**src/hdl/itcs_pkg.sv**
```systemverilog
`default_nettype none

package itcs_pkg;

  // Defaults for the top-level parameters.
  localparam int CHALLENGE_BYTES_DFLT = 32;
  localparam int RESPONSE_BYTES_DFLT  = 20;
  localparam int CONNECT_BYTES_DFLT   = 8;
  localparam int POLL_LIMIT_DFLT      = 15;
  localparam int QUEUE_DEPTH_DFLT     = 2;

  // Result counter width; covers the largest poll limit of 63.
  localparam int CNT_W = 6;

  localparam int CFG_IDX_W  = 3;
  localparam int CFG_DATA_W = 32;

  localparam logic [15:0] PRIME_STEP   = 16'd38543;
  localparam logic [11:0] ACCEPT_BYTES = 12'd4;
  localparam logic [31:0] NO_ADDRESS   = 32'hffff_ffff;

  // Commands.
  localparam logic [1:0] CMD_START = 2'd0;
  localparam logic [1:0] CMD_RECV  = 2'd1;
  localparam logic [1:0] CMD_TIMER = 2'd2;
  localparam logic [1:0] CMD_DATA  = 2'd3;

  // Received packet types.
  localparam logic [2:0] PT_RESET     = 3'd0;
  localparam logic [2:0] PT_FULL      = 3'd1;
  localparam logic [2:0] PT_CHALLENGE = 3'd2;
  localparam logic [2:0] PT_ACCEPT    = 3'd3;
  localparam logic [2:0] PT_CHAL_ERR  = 3'd4;
  localparam logic [2:0] PT_DATA      = 3'd5;

  // Message types to send.
  localparam logic [2:0] SEND_NONE     = 3'd0;
  localparam logic [2:0] SEND_REQUEST  = 3'd1;
  localparam logic [2:0] SEND_RESPONSE = 3'd2;
  localparam logic [2:0] SEND_POLL     = 3'd3;
  localparam logic [2:0] SEND_DATA     = 3'd4;

  // Timer requests.
  localparam logic [1:0] TMR_NONE      = 2'd0;
  localparam logic [1:0] TMR_HANDSHAKE = 2'd1;
  localparam logic [1:0] TMR_KEEPALIVE = 2'd2;
  localparam logic [1:0] TMR_POLL      = 2'd3;

  // Error codes.
  localparam logic [2:0] ERR_NONE         = 3'd0;
  localparam logic [2:0] ERR_SERVER_FULL  = 3'd1;
  localparam logic [2:0] ERR_BAD_CHAL     = 3'd2;
  localparam logic [2:0] ERR_BAD_ADDRESS  = 3'd3;
  localparam logic [2:0] ERR_PASSWORD     = 3'd4;
  localparam logic [2:0] ERR_ADDR_REFUSED = 3'd5;

  // Configuration register indexes.
  localparam logic [CFG_IDX_W-1:0] REG_SERVER_ADDRESS  = 3'd0;
  localparam logic [CFG_IDX_W-1:0] REG_INITIAL_DESIRED = 3'd1;
  localparam logic [CFG_IDX_W-1:0] REG_POLL_COUNT      = 3'd2;
  localparam logic [CFG_IDX_W-1:0] REG_STEP_IDENTIFIER = 3'd3;
  localparam logic [CFG_IDX_W-1:0] REG_STEP_SEQUENCE   = 3'd4;
  localparam logic [CFG_IDX_W-1:0] REG_IDENTIFIER_START = 3'd5;
  localparam logic [CFG_IDX_W-1:0] REG_SEQUENCE_START  = 3'd6;

  typedef struct packed {
    logic [31:0] server_address;
    logic [31:0] initial_desired_address;
    logic [3:0]  poll_count;
    logic        step_identifier;
    logic        step_sequence;
    logic [15:0] identifier_start;
    logic [15:0] sequence_start;
  } cfg_t;

  typedef struct packed {
    logic [1:0]  command;
    logic [31:0] source_address;
    logic        is_reply;
    logic        magic_ok;
    logic [2:0]  packet_type;
    logic [11:0] data_length;
    logic [31:0] payload_address;
  } in_item_t;

  typedef struct packed {
    logic [2:0]  send_type;
    logic [11:0] send_length;
    logic [15:0] echo_identifier;
    logic [15:0] echo_sequence;
    logic [1:0]  timer_request;
    logic [11:0] deliver_length;
    logic        accepted;
    logic [2:0]  error_code;
    logic [31:0] address_value;
    logic        address_changed;
    logic        last;
  } out_item_t;

  // Work for the back end: what one event sends and reports.
  typedef struct packed {
    logic [2:0]       send_type;
    logic [11:0]      send_length;
    logic [CNT_W-1:0] count;
    logic [31:0]      first_addr;
    logic [11:0]      deliver_length;
    logic             accepted;
    logic [2:0]       error_code;
    logic             address_changed;
    logic [1:0]       timer_request;
    logic             load_ids;
  } desc_t;

endpackage

`default_nettype wire

```
**src/hdl/itcs_queue.sv**
```systemverilog
`default_nettype none

module itcs_queue #(
  parameter int DEPTH = itcs_pkg::QUEUE_DEPTH_DFLT
) (
  input  wire logic            clk,
  input  wire logic            rst_n,
  input  wire logic            push,
  input  wire itcs_pkg::desc_t din,
  output logic                 full,
  input  wire logic            pop,
  output itcs_pkg::desc_t      dout,
  output logic                 empty
);

  localparam int PTR_W  = (DEPTH > 1) ? $clog2(DEPTH) : 1;
  localparam int CNTQ_W = $clog2(DEPTH + 1);
  localparam logic [PTR_W-1:0]  LAST_PTR = PTR_W'(DEPTH - 1);
  localparam logic [CNTQ_W-1:0] FULL_CNT = CNTQ_W'(DEPTH);

  itcs_pkg::desc_t   entries_r [DEPTH];
  logic [PTR_W-1:0]  wr_ptr_r;
  logic [PTR_W-1:0]  rd_ptr_r;
  logic [CNTQ_W-1:0] cnt_r;
  logic              do_push;
  logic              do_pop;

  assign full    = (cnt_r == FULL_CNT);
  assign empty   = (cnt_r == '0);
  assign dout    = entries_r[rd_ptr_r];
  assign do_push = push && !full;
  assign do_pop  = pop && !empty;

  always_ff @(posedge clk) begin
    if (do_push) begin
      entries_r[wr_ptr_r] <= din;
    end
  end

  always_ff @(posedge clk) begin
    if (!rst_n) begin
      wr_ptr_r <= '0;
      rd_ptr_r <= '0;
      cnt_r    <= '0;
    end else begin
      if (do_push) begin
        wr_ptr_r <= (wr_ptr_r == LAST_PTR) ? '0 : wr_ptr_r + 1'b1;
      end
      if (do_pop) begin
        rd_ptr_r <= (rd_ptr_r == LAST_PTR) ? '0 : rd_ptr_r + 1'b1;
      end
      unique case ({do_push, do_pop})
        2'b10:   cnt_r <= cnt_r + 1'b1;
        2'b01:   cnt_r <= cnt_r - 1'b1;
        default: cnt_r <= cnt_r;
      endcase
    end
  end

`ifndef SYNTHESIS
  a_cnt_bound: assert property (@(posedge clk) disable iff (!rst_n)
    cnt_r <= FULL_CNT)
    else $error("queue holds more entries than its depth");

  a_cnt_inc: assert property (@(posedge clk) disable iff (!rst_n)
    do_push && !do_pop |=> cnt_r == $past(cnt_r) + 1'b1)
    else $error("queue count did not follow a push");

  a_cnt_dec: assert property (@(posedge clk) disable iff (!rst_n)
    do_pop && !do_push |=> cnt_r == $past(cnt_r) - 1'b1)
    else $error("queue count did not follow a pop");
`endif

endmodule

`default_nettype wire

```
**src/hdl/itcs_front.sv**
```systemverilog
`default_nettype none

module itcs_front #(
  parameter int CHALLENGE_BYTES = itcs_pkg::CHALLENGE_BYTES_DFLT,
  parameter int RESPONSE_BYTES  = itcs_pkg::RESPONSE_BYTES_DFLT,
  parameter int CONNECT_BYTES   = itcs_pkg::CONNECT_BYTES_DFLT,
  parameter int POLL_LIMIT      = itcs_pkg::POLL_LIMIT_DFLT
) (
  input  wire logic               clk,
  input  wire logic               rst_n,
  input  wire itcs_pkg::cfg_t     cfg,
  input  wire logic               in_push,
  input  wire itcs_pkg::in_item_t in_item,
  output logic                    in_full,
  output logic                    q_push,
  output itcs_pkg::desc_t         q_desc,
  input  wire logic               q_full
);

  localparam int CW = itcs_pkg::CNT_W;
  localparam logic [CW-1:0] ONE_SEND  = CW'(1);
  localparam logic [CW-1:0] LIMIT     = CW'(POLL_LIMIT);
  localparam logic [11:0]   CHAL_LEN  = 12'(CHALLENGE_BYTES);
  localparam logic [11:0]   RESP_LEN  = 12'(RESPONSE_BYTES);
  localparam logic [11:0]   CONN_LEN  = 12'(CONNECT_BYTES);

  typedef enum logic [1:0] {
    ST_CLOSED,
    ST_REQ,
    ST_RESP,
    ST_EST
  } sess_t;

  sess_t       state_r, state_nxt;
  logic [31:0] client_r, client_nxt;
  logic [31:0] wanted_r, wanted_nxt;
  logic        priv_r, priv_nxt;

  logic [CW-1:0]   poll_ext;
  logic [CW-1:0]   poll_n;
  logic            from_server;
  logic            keepalive;
  logic            do_req;
  logic [31:0]     req_addr;
  itcs_pkg::desc_t desc;

  assign poll_ext    = CW'(cfg.poll_count);
  assign poll_n      = (poll_ext < LIMIT) ? poll_ext : LIMIT;
  assign keepalive   = (cfg.poll_count == 4'd0);
  assign from_server = (in_item.source_address == cfg.server_address) &&
                       in_item.is_reply && in_item.magic_ok;

  assign in_full = q_full;
  assign q_push  = in_push && !q_full;
  assign q_desc  = desc;

  always_comb begin
    state_nxt  = state_r;
    client_nxt = client_r;
    wanted_nxt = wanted_r;
    priv_nxt   = priv_r;
    desc       = '0;
    do_req     = 1'b0;
    req_addr   = wanted_r;

    unique case (in_item.command)
      itcs_pkg::CMD_START: begin
        wanted_nxt    = cfg.initial_desired_address;
        req_addr      = cfg.initial_desired_address;
        desc.load_ids = 1'b1;
        do_req        = 1'b1;
      end
      itcs_pkg::CMD_RECV: begin
        if (from_server) begin
          desc.accepted = 1'b1;
          unique case (in_item.packet_type)
            itcs_pkg::PT_RESET: begin
              do_req = 1'b1;
            end
            itcs_pkg::PT_FULL: begin
              if (state_r == ST_REQ) begin
                desc.error_code = itcs_pkg::ERR_SERVER_FULL;
                state_nxt       = ST_CLOSED;
              end
            end
            itcs_pkg::PT_CHALLENGE: begin
              if (state_r == ST_REQ) begin
                if (in_item.data_length != CHAL_LEN) begin
                  desc.error_code = itcs_pkg::ERR_BAD_CHAL;
                  state_nxt       = ST_CLOSED;
                end else begin
                  state_nxt          = ST_RESP;
                  desc.send_type     = itcs_pkg::SEND_RESPONSE;
                  desc.send_length   = RESP_LEN;
                  desc.count         = ONE_SEND;
                  desc.timer_request = itcs_pkg::TMR_HANDSHAKE;
                end
              end
            end
            itcs_pkg::PT_ACCEPT: begin
              if (state_r == ST_RESP) begin
                if (in_item.data_length != itcs_pkg::ACCEPT_BYTES) begin
                  desc.error_code = itcs_pkg::ERR_BAD_ADDRESS;
                  state_nxt       = ST_CLOSED;
                end else if (in_item.payload_address != client_r && priv_r) begin
                  desc.error_code = itcs_pkg::ERR_ADDR_REFUSED;
                  state_nxt       = ST_CLOSED;
                end else begin
                  if (in_item.payload_address != client_r) begin
                    client_nxt           = in_item.payload_address;
                    wanted_nxt           = in_item.payload_address;
                    desc.address_changed = 1'b1;
                    desc.first_addr      = in_item.payload_address;
                  end
                  state_nxt = ST_EST;
                  priv_nxt  = 1'b1;
                  if (keepalive) begin
                    desc.timer_request = itcs_pkg::TMR_KEEPALIVE;
                  end else begin
                    desc.send_type     = itcs_pkg::SEND_POLL;
                    desc.count         = poll_n;
                    desc.timer_request = itcs_pkg::TMR_POLL;
                  end
                end
              end
            end
            itcs_pkg::PT_CHAL_ERR: begin
              if (state_r == ST_RESP) begin
                desc.error_code = itcs_pkg::ERR_PASSWORD;
                state_nxt       = ST_CLOSED;
              end
            end
            itcs_pkg::PT_DATA: begin
              if (state_r == ST_EST && in_item.data_length != 12'd0) begin
                desc.deliver_length = in_item.data_length;
                // In poll mode every delivered packet is answered by a fresh poll.
                if (!keepalive) begin
                  desc.send_type = itcs_pkg::SEND_POLL;
                  desc.count     = ONE_SEND;
                end
              end
            end
            default: begin
            end
          endcase
        end
      end
      itcs_pkg::CMD_TIMER: begin
        if (state_r == ST_REQ || state_r == ST_RESP) begin
          do_req = 1'b1;
        end else if (state_r == ST_EST) begin
          desc.send_type     = itcs_pkg::SEND_POLL;
          desc.count         = ONE_SEND;
          desc.timer_request = keepalive ? itcs_pkg::TMR_KEEPALIVE : itcs_pkg::TMR_POLL;
        end
      end
      itcs_pkg::CMD_DATA: begin
        if (state_r == ST_EST) begin
          desc.send_type     = itcs_pkg::SEND_DATA;
          desc.send_length   = in_item.data_length;
          desc.count         = ONE_SEND;
          desc.timer_request = keepalive ? itcs_pkg::TMR_KEEPALIVE : itcs_pkg::TMR_NONE;
        end
      end
      default: begin
      end
    endcase

    if (do_req) begin
      desc.send_type     = itcs_pkg::SEND_REQUEST;
      desc.send_length   = CONN_LEN;
      desc.count         = ONE_SEND;
      desc.first_addr    = req_addr;
      desc.timer_request = itcs_pkg::TMR_HANDSHAKE;
      state_nxt          = ST_REQ;
    end
  end

  always_ff @(posedge clk) begin
    if (!rst_n) begin
      state_r  <= ST_CLOSED;
      client_r <= itcs_pkg::NO_ADDRESS;
      wanted_r <= '0;
      priv_r   <= 1'b0;
    end else if (q_push) begin
      state_r  <= state_nxt;
      client_r <= client_nxt;
      wanted_r <= wanted_nxt;
      priv_r   <= priv_nxt;
    end
  end

endmodule

`default_nettype wire

```
**src/hdl/itcs_back.sv**
```systemverilog
`default_nettype none

module itcs_back (
  input  wire logic            clk,
  input  wire logic            rst_n,
  input  wire itcs_pkg::cfg_t  cfg,
  input  wire logic            q_empty,
  input  wire itcs_pkg::desc_t q_desc,
  output logic                 q_pop,
  output itcs_pkg::out_item_t  out_item,
  output logic                 out_empty,
  input  wire logic            out_pop
);

  localparam int CW = itcs_pkg::CNT_W;

  itcs_pkg::desc_t     desc_r;
  logic                busy_r;
  logic [CW-1:0]       idx_r;
  logic [15:0]         id_r;
  logic [15:0]         seq_r;
  itcs_pkg::out_item_t out_item_r;
  logic                out_valid_r;

  logic                sending;
  logic                first;
  logic                final_res;
  logic                emit;
  logic                taken;
  itcs_pkg::out_item_t res;

  assign q_pop     = !busy_r && !q_empty;
  assign taken     = out_pop && out_valid_r;
  assign emit      = busy_r && (!out_valid_r || out_pop);
  assign out_item  = out_item_r;
  assign out_empty = !out_valid_r;

  assign sending   = (desc_r.count != '0);
  assign first     = (idx_r == '0);
  assign final_res = !sending || (idx_r == desc_r.count - 1'b1);

  always_comb begin
    res                 = '0;
    res.accepted        = desc_r.accepted;
    res.last            = final_res;
    if (sending) begin
      res.send_type       = desc_r.send_type;
      res.send_length     = desc_r.send_length;
      res.echo_identifier = id_r;
      res.echo_sequence   = seq_r;
    end
    if (final_res) begin
      res.timer_request = desc_r.timer_request;
    end
    if (first) begin
      res.deliver_length  = desc_r.deliver_length;
      res.error_code      = desc_r.error_code;
      res.address_value   = desc_r.first_addr;
      res.address_changed = desc_r.address_changed;
    end
  end

  always_ff @(posedge clk) begin
    if (!rst_n) begin
      busy_r      <= 1'b0;
      idx_r       <= '0;
      id_r        <= '0;
      seq_r       <= '0;
      out_valid_r <= 1'b0;
    end else begin
      if (emit) begin
        out_valid_r <= 1'b1;
      end else if (taken) begin
        out_valid_r <= 1'b0;
      end
      if (q_pop) begin
        desc_r <= q_desc;
        idx_r  <= '0;
        busy_r <= 1'b1;
        if (q_desc.load_ids) begin
          id_r  <= cfg.identifier_start;
          seq_r <= cfg.sequence_start;
        end
      end else if (emit) begin
        out_item_r <= res;
        // Each message sent moves each enabled echo field on by the prime step.
        if (sending && cfg.step_identifier) begin
          id_r <= id_r + itcs_pkg::PRIME_STEP;
        end
        if (sending && cfg.step_sequence) begin
          seq_r <= seq_r + itcs_pkg::PRIME_STEP;
        end
        if (final_res) begin
          busy_r <= 1'b0;
        end else begin
          idx_r <= idx_r + 1'b1;
        end
      end
    end
  end

`ifndef SYNTHESIS
  a_last_frees: assert property (@(posedge clk) disable iff (!rst_n)
    emit && final_res |=> !busy_r)
    else $error("back end stayed busy after the final beat of an event");

  a_none_zero: assert property (@(posedge clk) disable iff (!rst_n)
    out_valid_r && out_item_r.send_type == itcs_pkg::SEND_NONE |->
      out_item_r.echo_identifier == 16'd0 && out_item_r.echo_sequence == 16'd0)
    else $error("result without a send carries echo fields");

  a_reset_idle: assert property (@(posedge clk)
    !rst_n |=> !out_valid_r && !busy_r)
    else $error("back end not idle after reset");
`endif

endmodule

`default_nettype wire

```
**src/hdl/icmp_tunnel_client_session_unit.sv**
```systemverilog
`default_nettype none

// Each event taken goes into the queue; the idle result generator loads it
// into its descriptor register and registers its results one per beat, up
// to POLL_LIMIT, taking no new event until the last. Throughput: one beat
// per cycle while the result register is free; the front end classifies one
// event per cycle into a QUEUE_DEPTH-entry queue while it is not full.
// Reset (rst_n low, synchronous): session closed, configuration and counters
// cleared, client address all ones, queue and result register empty.
module icmp_tunnel_client_session_unit #(
  parameter int CHALLENGE_BYTES = itcs_pkg::CHALLENGE_BYTES_DFLT,
  parameter int RESPONSE_BYTES  = itcs_pkg::RESPONSE_BYTES_DFLT,
  parameter int CONNECT_BYTES   = itcs_pkg::CONNECT_BYTES_DFLT,
  parameter int POLL_LIMIT      = itcs_pkg::POLL_LIMIT_DFLT,
  parameter int QUEUE_DEPTH     = itcs_pkg::QUEUE_DEPTH_DFLT
) (
  input  wire logic                               clk,
  input  wire logic                               rst_n,
  input  wire logic                               in_push,
  input  wire itcs_pkg::in_item_t                 in_item,
  output logic                                    in_full,
  input  wire logic                               out_pop,
  output itcs_pkg::out_item_t                     out_item,
  output logic                                    out_empty,
  input  wire logic                               cfg_we,
  input  wire logic [itcs_pkg::CFG_IDX_W-1:0]     cfg_index,
  input  wire logic [itcs_pkg::CFG_DATA_W-1:0]    cfg_wr_data
);

  itcs_pkg::cfg_t  cfg_r;
  logic            q_push;
  logic            q_full;
  logic            q_pop;
  logic            q_empty;
  itcs_pkg::desc_t q_din;
  itcs_pkg::desc_t q_dout;

  always_ff @(posedge clk) begin
    if (!rst_n) begin
      cfg_r <= '0;
    end else if (cfg_we) begin
      unique case (cfg_index)
        itcs_pkg::REG_SERVER_ADDRESS:   cfg_r.server_address <= cfg_wr_data;
        itcs_pkg::REG_INITIAL_DESIRED:  cfg_r.initial_desired_address <= cfg_wr_data;
        itcs_pkg::REG_POLL_COUNT:       cfg_r.poll_count <= cfg_wr_data[3:0];
        itcs_pkg::REG_STEP_IDENTIFIER:  cfg_r.step_identifier <= cfg_wr_data[0];
        itcs_pkg::REG_STEP_SEQUENCE:    cfg_r.step_sequence <= cfg_wr_data[0];
        itcs_pkg::REG_IDENTIFIER_START: cfg_r.identifier_start <= cfg_wr_data[15:0];
        itcs_pkg::REG_SEQUENCE_START:   cfg_r.sequence_start <= cfg_wr_data[15:0];
        default: begin
        end
      endcase
    end
  end

  itcs_front #(
    .CHALLENGE_BYTES (CHALLENGE_BYTES),
    .RESPONSE_BYTES  (RESPONSE_BYTES),
    .CONNECT_BYTES   (CONNECT_BYTES),
    .POLL_LIMIT      (POLL_LIMIT)
  ) u_front (
    .clk     (clk),
    .rst_n   (rst_n),
    .cfg     (cfg_r),
    .in_push (in_push),
    .in_item (in_item),
    .in_full (in_full),
    .q_push  (q_push),
    .q_desc  (q_din),
    .q_full  (q_full)
  );

  itcs_queue #(
    .DEPTH (QUEUE_DEPTH)
  ) u_queue (
    .clk   (clk),
    .rst_n (rst_n),
    .push  (q_push),
    .din   (q_din),
    .full  (q_full),
    .pop   (q_pop),
    .dout  (q_dout),
    .empty (q_empty)
  );

  itcs_back u_back (
    .clk       (clk),
    .rst_n     (rst_n),
    .cfg       (cfg_r),
    .q_empty   (q_empty),
    .q_desc    (q_dout),
    .q_pop     (q_pop),
    .out_item  (out_item),
    .out_empty (out_empty),
    .out_pop   (out_pop)
  );

endmodule

`default_nettype wire
```
**config.mk**
```make
export PLATFORM = sky130hd
export DESIGN_NAME = icmp_tunnel_client_session_unit
export DESIGN_NICKNAME = d
export VERILOG_FILES = /design/src/hdl/itcs_pkg.sv /design/src/hdl/itcs_queue.sv /design/src/hdl/itcs_front.sv /design/src/hdl/itcs_back.sv /design/src/hdl/icmp_tunnel_client_session_unit.sv
export SDC_FILE = /design/constraint.sdc
export NUM_CORES = 1
export LEC_CHECK = 0
export ABC_AREA = 1
export BUFFER_PORTS_ARGS = -buffer_cell sky130_fd_sc_hd__buf_2
export CORE_AREA = 2 2 152 265
export DETAILED_ROUTE_END_ITERATION = 8
export DIE_AREA = 0 0 154 267
export PLACE_DENSITY = 0.79
export SETUP_SLACK_MARGIN = 0.2
export SLEW_MARGIN = 5
export SYNTH_ARGS = -nofsm -noshare
export SYNTH_HDL_FRONTEND = slang
export SYNTH_SLANG_ARGS = --single-unit
export TNS_END_PERCENT = 5
```
**constraint.sdc**
```tcl
create_clock -name clk -period 8 [get_ports clk]
set_input_delay 0.8 -clock clk [delete_from_list [all_inputs] [get_ports clk]]
set_output_delay 0.8 -clock clk [all_outputs]
set_load 0.02 [all_outputs]
```
==> summary.md, run 1 <==
| Metric | Value |
|---|---|
| Slew HR | `between 20% and 30%` |
| Core Util, Final | `65.88%` |
| CTS clk-pin slew, worst paths | `approximately 0.07 ns` |
| Die height | `around 270 um` |
| Critical-path cell list | `buf_2 > inv_1 > nand2_1 > inv_1 > buf_4 > nand4_1 > nand2_1 > inv_2 > nand2_1 > nor2_1` |
| CP max FO | `slightly below 50` |
| Final Worst Setup Slack | `4.784 ns` |
| First-pass GRT wire length | `87510 um` |
| Global route total overflow | `0` |
| Clock tree buffer depth | `3` |
| Initial DRC count | `about 1700` |
| Post-route insts no fill | `3137` |
| #FFs+latches synth | `about 530` |
| Die width | `about 150 um` |
| I/O Buffers | `roughly 220` |
| Share of cells above drive strength 1 | `16.11%` |
| Clk root buf | `clkbuf_16` |
| Final setup violation count | `0` |
| Core Rows | `96` |
| DR WL/cell | `about 18 um` |
| Seq/Total Area, Yosys | `roughly three fifths` |
| EDFF count, synth | `between 300 and 400` |
| Crit. End Element | `register` |
| Clk_lat worst skew | `between 0.5 and 0.6 ns` |
| Power consumption | `about 7.4 mW` |
| DRT antenna net count | `0` |
| Yosys warning total | `0` |
| Number of global-route vias before repair | `approximately 17000` |
| Hold buffers post-CTS | `0` |
| # DRC | `0` |
| Tmin final | `approximately 3.2 ns` |
| Pwr Density | `approximately 290 nW/um2` |
| TritonCTS Buffers | `between 40 and 50` |
| Max_cap viols | `0` |
| Setup_tns | `0 ns` |
| Core Footprint | `just under 40000 um2` |
| WP buf/inv | `5` |
| Drt first pass iters | `7` |
| Status | `finished clean` |
| Post-Syn Area | `~23000 um2` |
| Hold_ws | `0.4542 ns` |
| Clock Skews | `between 0.03 and 0.04 ns` |
| Syn_area_per_cell | `roughly 9.4 um2` |
| Nets | `roughly 2700` |
| Delay-heaviest family, CP | `simple AND/OR/NAND/NOR gates` |
| Worst path slowest cell | `nand2_1` |
| Mapped Nets | `about 2600` |
| Hpwl dp | `38680 um` |
| Total number of vias | `between 15000 and 20000` |
| Post-CTS setup buffers | `0` |
| Slew @ Worst Pin | `1.139 ns` |
| Final wirelength | `~57000 um` |
| Inst Count DP | `between 3000 and 4000` |
| Critical Path RT | `about 8.4 ns` |
| Worst VDD drop | `about 190 uV` |
| CP peak stage delay | `between 0.6 and 0.7 ns` |
| Largest net degree at the start of global routing | `approximately 120` |
| H-tree depth | `2` |
| Die area | `41120 um2` |
| CTS resizes | `0` |
| Crit path kind | `in2reg` |
| Area after DPL | `approximately 24000 um2` |
| Leak Pwr | `~11 nW` |
| RSZ-0062 raised after global routing | `false` |
| Max frequency | `about 310 MHz` |
| Initial cell density of the core | `about three fifths` |
| Post-route cell area | `~26000 um2` |
| Critical Path Most Common Cell | `nand2_1` |
| Area Overhead vs Synth | `13.01%` |
| Hold Fails Final Rpt | `0` |
| Total GRT Usage | `27.07%` |
| Crit share post-route | `roughly 40%` |
| GP Congestion | `between 0.9 and 1` |
| Crit path launch type | `input port` |
| Synth Instances | `~2400` |
| Path type of the worst min-delay path | `reg2reg` |
| Async SR Flop Fraction | `0%` |
| CTS tree | `done` |
| Top Ports | `between 200 and 250` |
| Pre-CTS setup slack | `4.317 ns` |
| Antenna violations before repair | `4` |
| Clock sink count | `525` |
| Slew Viols, Final | `0` |
| Arrival time of the worst setup path | `3.62 ns` |
| Top FF cell, synth | `edfxtp_1` |
| Yosys cell types | `50` |
| Via density | `around 5.6` |
Yosys cell counts (2+ instances only):
library cell	instances	share of area [%]
buf_6	6	0.30
ha_1	10	0.55
nand2_4	2	0.099
nor2_2	5	0.14
a211oi_1	10	0.33
nor4_1	5	0.14
xnor2_1	18	0.69
inv_1	310	5.1
nor3_1	25	0.55
clkinv_1	2	0.033
nand2_1	394	6.5
or2_2	4	0.11
a22o_1	2	0.077
nand3_1	107	2.4
nor2_1	312	5.1
nand3b_1	33	1.1
clkbuf_1	90	1.5
buf_1	10	0.16
a21oi_1	152	3.3
o2111a_1	2	0.099
xor2_1	9	0.35
o211ai_1	7	0.23
a31oi_1	6	0.16
o21ai_0	213	4.7
buf_2	12	0.26
o21ai_1	4	0.088
inv_2	14	0.23
dfxtp_1	214	19
o21a_1	6	0.20
nand4_1	18	0.49
edfxtp_1	311	41
o22ai_1	33	0.91
mux2_2	71	3.5
cells in the final DEF (no fill, tap or decap), types with 6 or more instances in the layout:
| master | synthesis | final |
|---|---|---|
| o21a_1 | 6 | 6 |
| nand4_1 | 18 | 18 |
| nor2_4 | 1 | 8 |
| xnor2_1 | 18 | 18 |
| nor3_1 | 25 | 25 |
| a31oi_1 | 6 | 6 |
| a21oi_1 | 152 | 151 |
| ha_1 | 10 | 10 |
| inv_2 | 14 | 14 |
| xor2_1 | 9 | 9 |
| buf_4 | 0 | 21 |
| inv_1 | 310 | 310 |
| nand2_1 | 394 | 394 |
| mux2_2 | 71 | 71 |
| o22ai_1 | 33 | 33 |
| edfxtp_1 | 311 | 311 |
| clkinv_1 | 2 | 13 |
| o211ai_1 | 7 | 7 |
| buf_2 | 12 | 222 |
| o21ai_0 | 213 | 213 |
| nand3_1 | 107 | 106 |
| a211oi_1 | 10 | 10 |
| clkinv_2 | 0 | 7 |
| clkbuf_16 | 0 | 47 |
| nor2_1 | 312 | 305 |
| nand3b_1 | 33 | 33 |
| dfxtp_1 | 214 | 213 |
sequential cells by signal (all words and copies together), names as in the netlist, 6 cells and up, named ones only:
| signal | cells |
|---|---|
| cfg_r | 102 |
| u_back.desc_r | 70 |
| u_back.id_r | 16 |
| u_back.idx_r | 6 |
| u_back.out_item | 99 |
| u_back.seq_r | 16 |
| u_front.client_r | 32 |
| u_front.wanted_r | 32 |
| u_queue.entries_r | 142 |
path summary, 6_finish.rpt:
| check | startpoint | depth (start not counted) | end | slack [ns] |
|---|---|---|---|---|
| worst max-delay path | in_item[82] | 10 | u_queue.entries_r[0][55]$_DFFE_PP_ | 4.78 |
| worst min-delay path | cfg_r[30]$_SDFFE_PN0P_ | 2 | cfg_r[30]$_SDFFE_PN0P_ | 0.45 |
| worst max register to register | cfg_r[99]$_SDFFE_PN0P_ | 14 | u_front.client_r[22]$_SDFFE_PN1P_ | 4.92 |
| worst min register to register | cfg_r[30]$_SDFFE_PN0P_ | 2 | cfg_r[30]$_SDFFE_PN0P_ | 0.45 |
logic make-up after synthesis:
kind of cell | count (synthesis) | share of synthesized area, %
and+or+nand+nor | 913 | 16.95
adders and majority gates | 10 | 0.5498
DFF | 525 | 59.86
AOI/OAI and AO/OA | 444 | 10.50
xor gates and xnor gates | 27 | 1.039
buffers and inverters | 444 | 7.587
muxes | 71 | 3.513
final cells by class:
type | instances | area [um2]
sequential | 525 | 13620
fill | 3086 | 13320
multi-input combinational | 1465 | 7471
timing repair buffer | 243 | 1269
clock buffer | 56 | 1250
inverter | 326 | 1224
tap | 490 | 613.1
clock inverter | 29 | 261.5
antenna | 3 | 7.507
per-layer routing:
metal	GRT usage, %	share of wire, %
met5	0	0
met4	13.01	4.7
met3	3.734	6.6
met2	48.71	51
met1	31.75	37
power breakdown:
group          internal (mW)  leakage (nW)  switching, mW
clock                   1.25         0.735          0.990
sequential              3.37          4.68          0.133
combinational          0.533          5.17           1.14
worst reg2reg max path, stage by stage (launching register included):
cell     delay, ns
dfxtp_1       0.34
inv_1         0.06
nand2_1       0.11
nand2_1       0.07
nor2_1        0.09
nand2_1       0.06
nor2_1        0.12
nand2_1       0.13
nor2_2        0.33
nand3_2       0.21
nor3_4        0.20
buf_4         0.39
nand2_2       0.52
nand2_1       0.19
nand3_1       0.08
(Power assumes the default switching activity.)
==> run 2, diff against run 1 <==
ABC_AREA = 0   (was 1)
CORE_AREA = 2 2 158 275   (was 2 2 152 265)
DIE_AREA = 0 0 160 277   (was 0 0 154 267)
PLACE_DENSITY = 0.75   (was 0.79)
clock period = 2.6 ns   (was 8 ns; I/O delays follow)
==> summary.md, run 2 <==
| Metric | Value |
|---|---|
| Status | `finished with violations` |
| Violated checks | `negative setup slack` |
| Drt first pass iters | `6` |
| CP max FO | `3` |
| Top Ports | `around 220` |
| Biggest register | `u_queue.entries_r` |
| GP Congestion | `roughly 0.87` |
| Clock tree buffer depth | `3` |
| Clk_lat worst skew | `around 0.56 ns` |
| Arrival time of the worst setup path | `3.12 ns` |
| Crit path kind | `reg2reg` |
| CP Depth | `10` |
| Critical Path RT | `between 3 and 4 ns` |
| Setup crit end | `u_front.client_r[25]$_SDFFE_PN1P_` |
| R2R Path Start | `cfg_r[90]$_SDFFE_PN0P_` |
| R2R Path End | `u_front.client_r[25]$_SDFFE_PN1P_` |
| Via density | `about 5.6` |
| Syn_area_per_cell | `about 12 um2` |
| Tmin final | `between 2 and 3 ns` |
| Power consumption | `~22 mW` |
| Slew HR | `a little under two fifths` |
| Crit path launch type | `register` |
| # DRC | `0` |
| Slew @ Worst Pin | `between 0.9 and 1 ns` |
| CTS clk-pin slew, worst paths | `0.07 ns` |
| Die area | `approximately 44000 um2` |
| RSZ-0062 raised after global routing | `true` |
| Pwr Density | `844.7 nW/um2` |
| Post-Syn Area | `approximately 22000 um2` |
| CTS tree | `done` |
| Nets | `around 2300` |
| Total GRT Usage | `23.74%` |
| Mapped Nets | `2006` |
| Clock Skews | `approximately 0.015 ns` |
| Number of global-route vias before repair | `between 15000 and 20000` |
| Path type of the worst min-delay path | `in2reg` |
| Async SR Flop Fraction | `0%` |
| DR WL/cell | `roughly 20 um` |
| Pre-CTS setup slack | `-0.3945 ns` |
| Antenna violations before repair | `10` |
| Top FF cell, synth | `edfxtp_1` |
| Core Rows | `100` |
| Yosys cell types | `60` |
| I/O Buffers | `223` |
| Yosys warning total | `0` |
| Total number of vias | `about 15000` |
| Post-route insts no fill | `around 2700` |
| Clk root buf | `clkbuf_16` |
| R2R Setup Slk | `-0.12 ns` |
| Critical-path cell list | `xnor2_2 > buf_4 > nand4_1 > or4_4 > or4b_4 > nor3_4 > buf_6 > buf_4 > mux2i_1 > nand2_1` |
| TritonCTS Buffers | `between 40 and 50` |
| Crit share post-route | `104.5%` |
| First-pass GRT wire length | `about 83000 um` |
| Crit. End Element | `register` |
| Commonest non-fill, non-tap cells in the layout | `nand2_1, edfxtp_1, buf_2, dfxtp_1, a21boi_0` |
| Max reg flops | `roughly 140` |
| Synth top area share | `between 40 and 50%` |
| Seq/Total Area, Yosys | `about 62%` |
| DRT antenna net count | `0` |
| H-tree depth | `2` |
| Area contributors post-synth | `edfxtp_1, dfxtp_1, nand2_1` |
| Leak Pwr | `about 9.6 nW` |
| Area Overhead vs Synth | `19.25%` |
| EDFF count, synth | `a little over 300` |
| Delay-heaviest family, CP | `simple AND/OR/NAND/NOR gates` |
| Largest area contributor in the netlist | `edfxtp_1` |
| Top post-synthesis cells by count | `edfxtp_1, nand2_1, dfxtp_1` |
| Core Footprint | `about 42000 um2` |
| CP peak stage delay | `0.54 ns` |
| Number of fill cells in the layout | `about 3400` |
| Final setup violation count | `~110` |
| Clock sink count | `525` |
| Slew Viols, Final | `0` |
| R2R depth | `10` |
| #FFs+latches synth | `between 500 and 600` |
| Hold Fails Final Rpt | `0` |
| Die width | `between 150 and 200 um` |
| WP buf/inv | `3` |
| Synth Instances | `about 1900` |
| Die height | `277 um` |
| Share of cells above drive strength 1 | `about 24%` |
| Worst path slowest cell | `or4b_4` |
| Critical Path Most Common Cell | `buf_4` |
| Inst Count DP | `roughly 2600` |
| Max_cap viols | `0` |
| Core Util, Final | `about 62%` |
| Hpwl dp | `36720 um` |
| Critical path startpoint | `cfg_r[90]$_SDFFE_PN0P_` |
| Final wirelength | `53580 um` |
| Max frequency | `approximately 370 MHz` |
| Final Worst Setup Slack | `-0.1158 ns` |
| Initial cell density of the core | `a little over half` |
| Largest net degree at the start of global routing | `between 150 and 200` |
| Global route total overflow | `0` |
| Initial DRC count | `1210` |
| Worst VDD drop | `759.1 uV` |
## run 2: cell types whose count changed after synthesis, sizes merged, moves of 46 or more
cell    delta
o21ai    -150
a21oi    -108
inv      -301
nor2b     +54
a21boi   +104
nand2     -86
mux2i     +73
xor2      +46
and3      +71
nand3     -88
nor2     -256
## run 2: stage by stage
step / hold WS (ns) / cell area [um2] / TNS [ns]
CTS: 0.003871 / 26110 / -5.462
floorplan: 0.3885 / 22040 / -73.10
detailed placement: 0.4169 / 24270 / -39.49
global placement: 0.4108 / 24270 / -30.55
global route: 0.01692 / 26270 / -19.39
finish: 0.01810 / 26270 / -4.352
## run 2: tightest hold or removal path: stages
cell and delay (ns):
buf_2 0.15, nand2_1 0.06, a21boi_0 0.06
## run 2: power by group
group          total (mW)  leakage [nW]  switching (mW)  internal, mW
registers            10.6          4.68           0.434          10.2
clock network        7.01         0.758            2.99          4.02
logic                4.55          4.12            2.78          1.77
total                22.2          9.56            6.21          16.0
## run 2: kinds of logic after synthesis
logic type	synth area share [%]
buffers and inverters	2.539
XOR/XNOR	2.982
adder cells (fa/ha/maj)	0.5680
AND/OR/NAND/NOR	13.93
AO/OA/AOI/OAI	11.20
flip-flops	61.84
multiplexers	6.947
## run 2: what timing repair did
item                       CTS  global route
pin swaps                    3             5
setup endpoints to repair  186           188
hold buffers                22             0
cloned                       1             2
hold endpoints to repair    35             0
resized for setup           12            29
setup buffers                2             2
## run 2: area by class of cell
class                   instances  area [um2]  share of cell area, %
diodes                          4       10.01                0.03810
inverters                      24       90.09                 0.3429
well taps                     561       701.9                  2.672
repair buffers                338        2295                  8.735
clock buffers                  56        1250                  4.758
clock inverters                25       277.8                  1.057
multi-input cells            1212        8019                  30.53
flip-flops and latches        525       13630                  51.87
## run 2: metal layers
layer	vias to the layer above	wire, um	GRT usage (%)
li1	7299	-	-
met1	7462	20260	27.35
met2	479	28110	43.71
met3	147	2877	3.699
met4	14	2256	9.679
met5	-	78	0
## run 2: worst min-delay path by stage
stage / start / slack (ns) / endpoint / cells past startpoint
finish: cfg_wr_data[10] / 0.02 / cfg_r[26]$_SDFFE_PN0P_ / 3
detailed placement: u_back.desc_r[7]$_DFFE_PP_ / 0.42 / u_back.out_item[37]$_DFFE_PP_ / 0
global placement: u_back.desc_r[7]$_DFFE_PP_ / 0.41 / u_back.out_item[37]$_DFFE_PP_ / 0
floorplan: in_item[10] / 0.39 / u_front.client_r[10]$_SDFFE_PN1P_ / 2
CTS: cfg_wr_data[10] / 0.004 / cfg_r[26]$_SDFFE_PN0P_ / 3
global route: in_item[22] / 0.02 / u_front.wanted_r[22]$_SDFFE_PN0P_ / 2
==> run 3, diff against run 2 <==
PLACE_DENSITY = 0.73   (was 0.75)
==> summary.md, run 3 (synthesis results as in run 2) <==
| Metric | Value |
|---|---|
| CP peak stage delay | `0.61 ns` |
| Power consumption | `22.23 mW` |
| Crit share post-route | `106.2%` |
| Clk root buf | `clkbuf_16` |
| Critical-path cell list | `xnor2_2 > buf_4 > nand4_1 > or4_4 > or4b_4 > buf_8 > nor2_4 > buf_4 > buf_12 > nand2_1 > o21ai_1` |
| Max frequency | `~360 MHz` |
| Crit. End Element | `register` |
| Total GRT Usage | `between 20% and 30%` |
| Largest net degree at the start of global routing | `180` |
| Initial DRC count | `903` |
| Area Overhead vs Synth | `21.47%` |
| Core Footprint | `roughly 42000 um2` |
| Die height | `approximately 280 um` |
| Initial cell density of the core | `52.09%` |
| Delay-heaviest family, CP | `simple AND/OR/NAND/NOR gates` |
| RSZ-0062 raised after global routing | `true` |
| Clock Skews | `~0.019 ns` |
| Slew HR | `35.61%` |
| Clock sink count | `roughly 530` |
| Leak Pwr | `9.729 nW` |
| Post-route cell area | `approximately 27000 um2` |
| Path type of the worst min-delay path | `in2reg` |
| First-pass GRT wire length | `82810 um` |
| Reg area | `about 14000 um2` |
| GP Congestion | `between 0.8 and 0.9` |
| Most common cell after layout, fill and taps aside | `edfxtp_1` |
| Biggest register | `u_queue.entries_r` |
| Area after DPL | `around 24000 um2` |
| CTS tree | `done` |
| Max_cap viols | `0` |
| Global route total overflow | `0` |
| Critical Path RT | `roughly 3 ns` |
| Arrival time of the worst setup path | `roughly 3.2 ns` |
| Hold Path Origin | `cfg_wr_data[8]` |
| Tmin final | `around 2.8 ns` |
| H-tree depth | `2` |
| Worst path slowest cell | `or4b_4` |
| DRT antenna net count | `0` |
| Hpwl dp | `37440 um` |
| Critical Path Most Common Cell | `buf_4` |
| Max reg flops | `142` |
| Crit path launch type | `register` |
| DR WL/cell | `19.80 um` |
| Die width | `~160 um` |
| Worst VDD drop | `approximately 730 uV` |
| Slew @ Worst Pin | `0.9659 ns` |
| Slew Viols, Final | `0` |
| Pre-CTS setup slack | `-0.3474 ns` |
| Drt first pass iters | `5` |
| Core Util, Final | `about 63%` |
| Hold Fails Final Rpt | `0` |
| Pwr Density | `830.9 nW/um2` |
| Final wirelength | `between 50000 and 60000 um` |
| Final setup violation count | `between 100 and 150` |
| Status | `finished with violations` |
| # DRC | `0` |
| Critical path startpoint | `cfg_r[90]$_SDFFE_PN0P_` |
| R2R Path Start | `cfg_r[90]$_SDFFE_PN0P_` |
| Top Ports | `around 220` |
| Final Worst Setup Slack | `-0.1609 ns` |
| Share of cells above drive strength 1 | `27.31%` |
| TritonCTS Buffers | `between 40 and 50` |
| Die area | `about 44000 um2` |
| Hold_ws | `0.01473 ns` |
| WP buf/inv | `4` |
| CTS clk-pin slew, worst paths | `roughly 0.070 ns` |
| CP max FO | `8` |
| Commonest non-fill, non-tap cells in the layout | `edfxtp_1, nand2_1, buf_2, dfxtp_1, a21boi_0` |
| Clock tree buffer depth | `3` |
| Total number of vias | `15461` |
| Crit path kind | `reg2reg` |
| Area occupied by multi-input gates | `between 8000 and 9000 um2` |
| Number of global-route vias before repair | `approximately 15000` |
| Core Rows | `100` |
| Clk_lat worst skew | `approximately 0.57 ns` |
| Number of fill cells in the layout | `around 3300` |
| I/O Buffers | `roughly 220` |
| Nets | `around 2300` |
| Violated checks | `negative setup slack` |
| Via density | `~5.6` |
| Antenna violations before repair | `9` |
## run 3: changes by cell type in the layout (fill, tap and decap cells not counted), moves of 13 or more
cell / previous run / this run
and3_1: 70 / 57
nand2_1: 311 / 294
o21ai_0: 52 / 32
and3_4: 1 / 14
nand2_2: 0 / 16
o21ai_2: 3 / 26
## run 3: worst paths after layout
| check | endpoint | depth (start not counted) | slack (ns) |
|---|---|---|---|
| setup / recovery | u_queue.entries_r[1][40]$_DFFE_PP_ | 11 | -0.16 |
| hold / removal | cfg_r[24]$_SDFFE_PN0P_ | 3 | 0.01 |
| setup reg to reg | u_queue.entries_r[1][40]$_DFFE_PP_ | 11 | -0.16 |
| hold reg to reg | u_back.out_item[37]$_DFFE_PP_ | 0 | 0.42 |
## run 3: power by group
part           switching, mW  internal [mW]
Combinational           2.80           1.79
Sequential             0.431           10.2
Clock                   3.05           3.97
Total                   6.27           16.0
## run 3: final cells by class
type | count | share of cell area (%)
diodes | 3 | 0.02806
clock buffers | 59 | 4.709
clock inverters | 29 | 1.150
inverters | 24 | 0.3460
multi-input cells | 1212 | 31.14
flip-flops and latches | 525 | 50.93
well taps | 561 | 2.623
repair buffers | 348 | 9.076
## run 3: timing repair
action,in CTS,in global routing
pin swaps,26,15
endpoints found under the setup margin,188,198
cloned,2,3
hold buffers,23,0
setup buffers,9,2
resized for setup,74,67
hold endpoints to repair,40,0
## run 3: worst reg2reg max path, cell delays in order, from the launching register on
cell	delay [ns]
dfxtp_2	0.34
xnor2_2	0.13
buf_4	0.15
nand4_1	0.10
or4_4	0.44
or4b_4	0.61
buf_8	0.16
nor2_4	0.20
buf_4	0.16
buf_12	0.13
nand2_1	0.07
o21ai_1	0.12
## run 3: metrics by stage
step	setup TNS [ns]	instances
3_3_place_gp	-26.71	2631
4_1_cts	-3.312	2753
5_1_grt	-18.39	2761
2_1_floorplan	-73.10	1873
6_report	-10.29	2761
3_5_place_dp	-31.18	2631
## run 3: layer usage
metal,routed length [um],vias to the layer above,track usage (%)
li1,-,7337,-
met1,20690,7495,26.92
met2,29160,474,44.06
met3,2525,141,3.400
met4,2219,14,9.748
met5,81,-,0
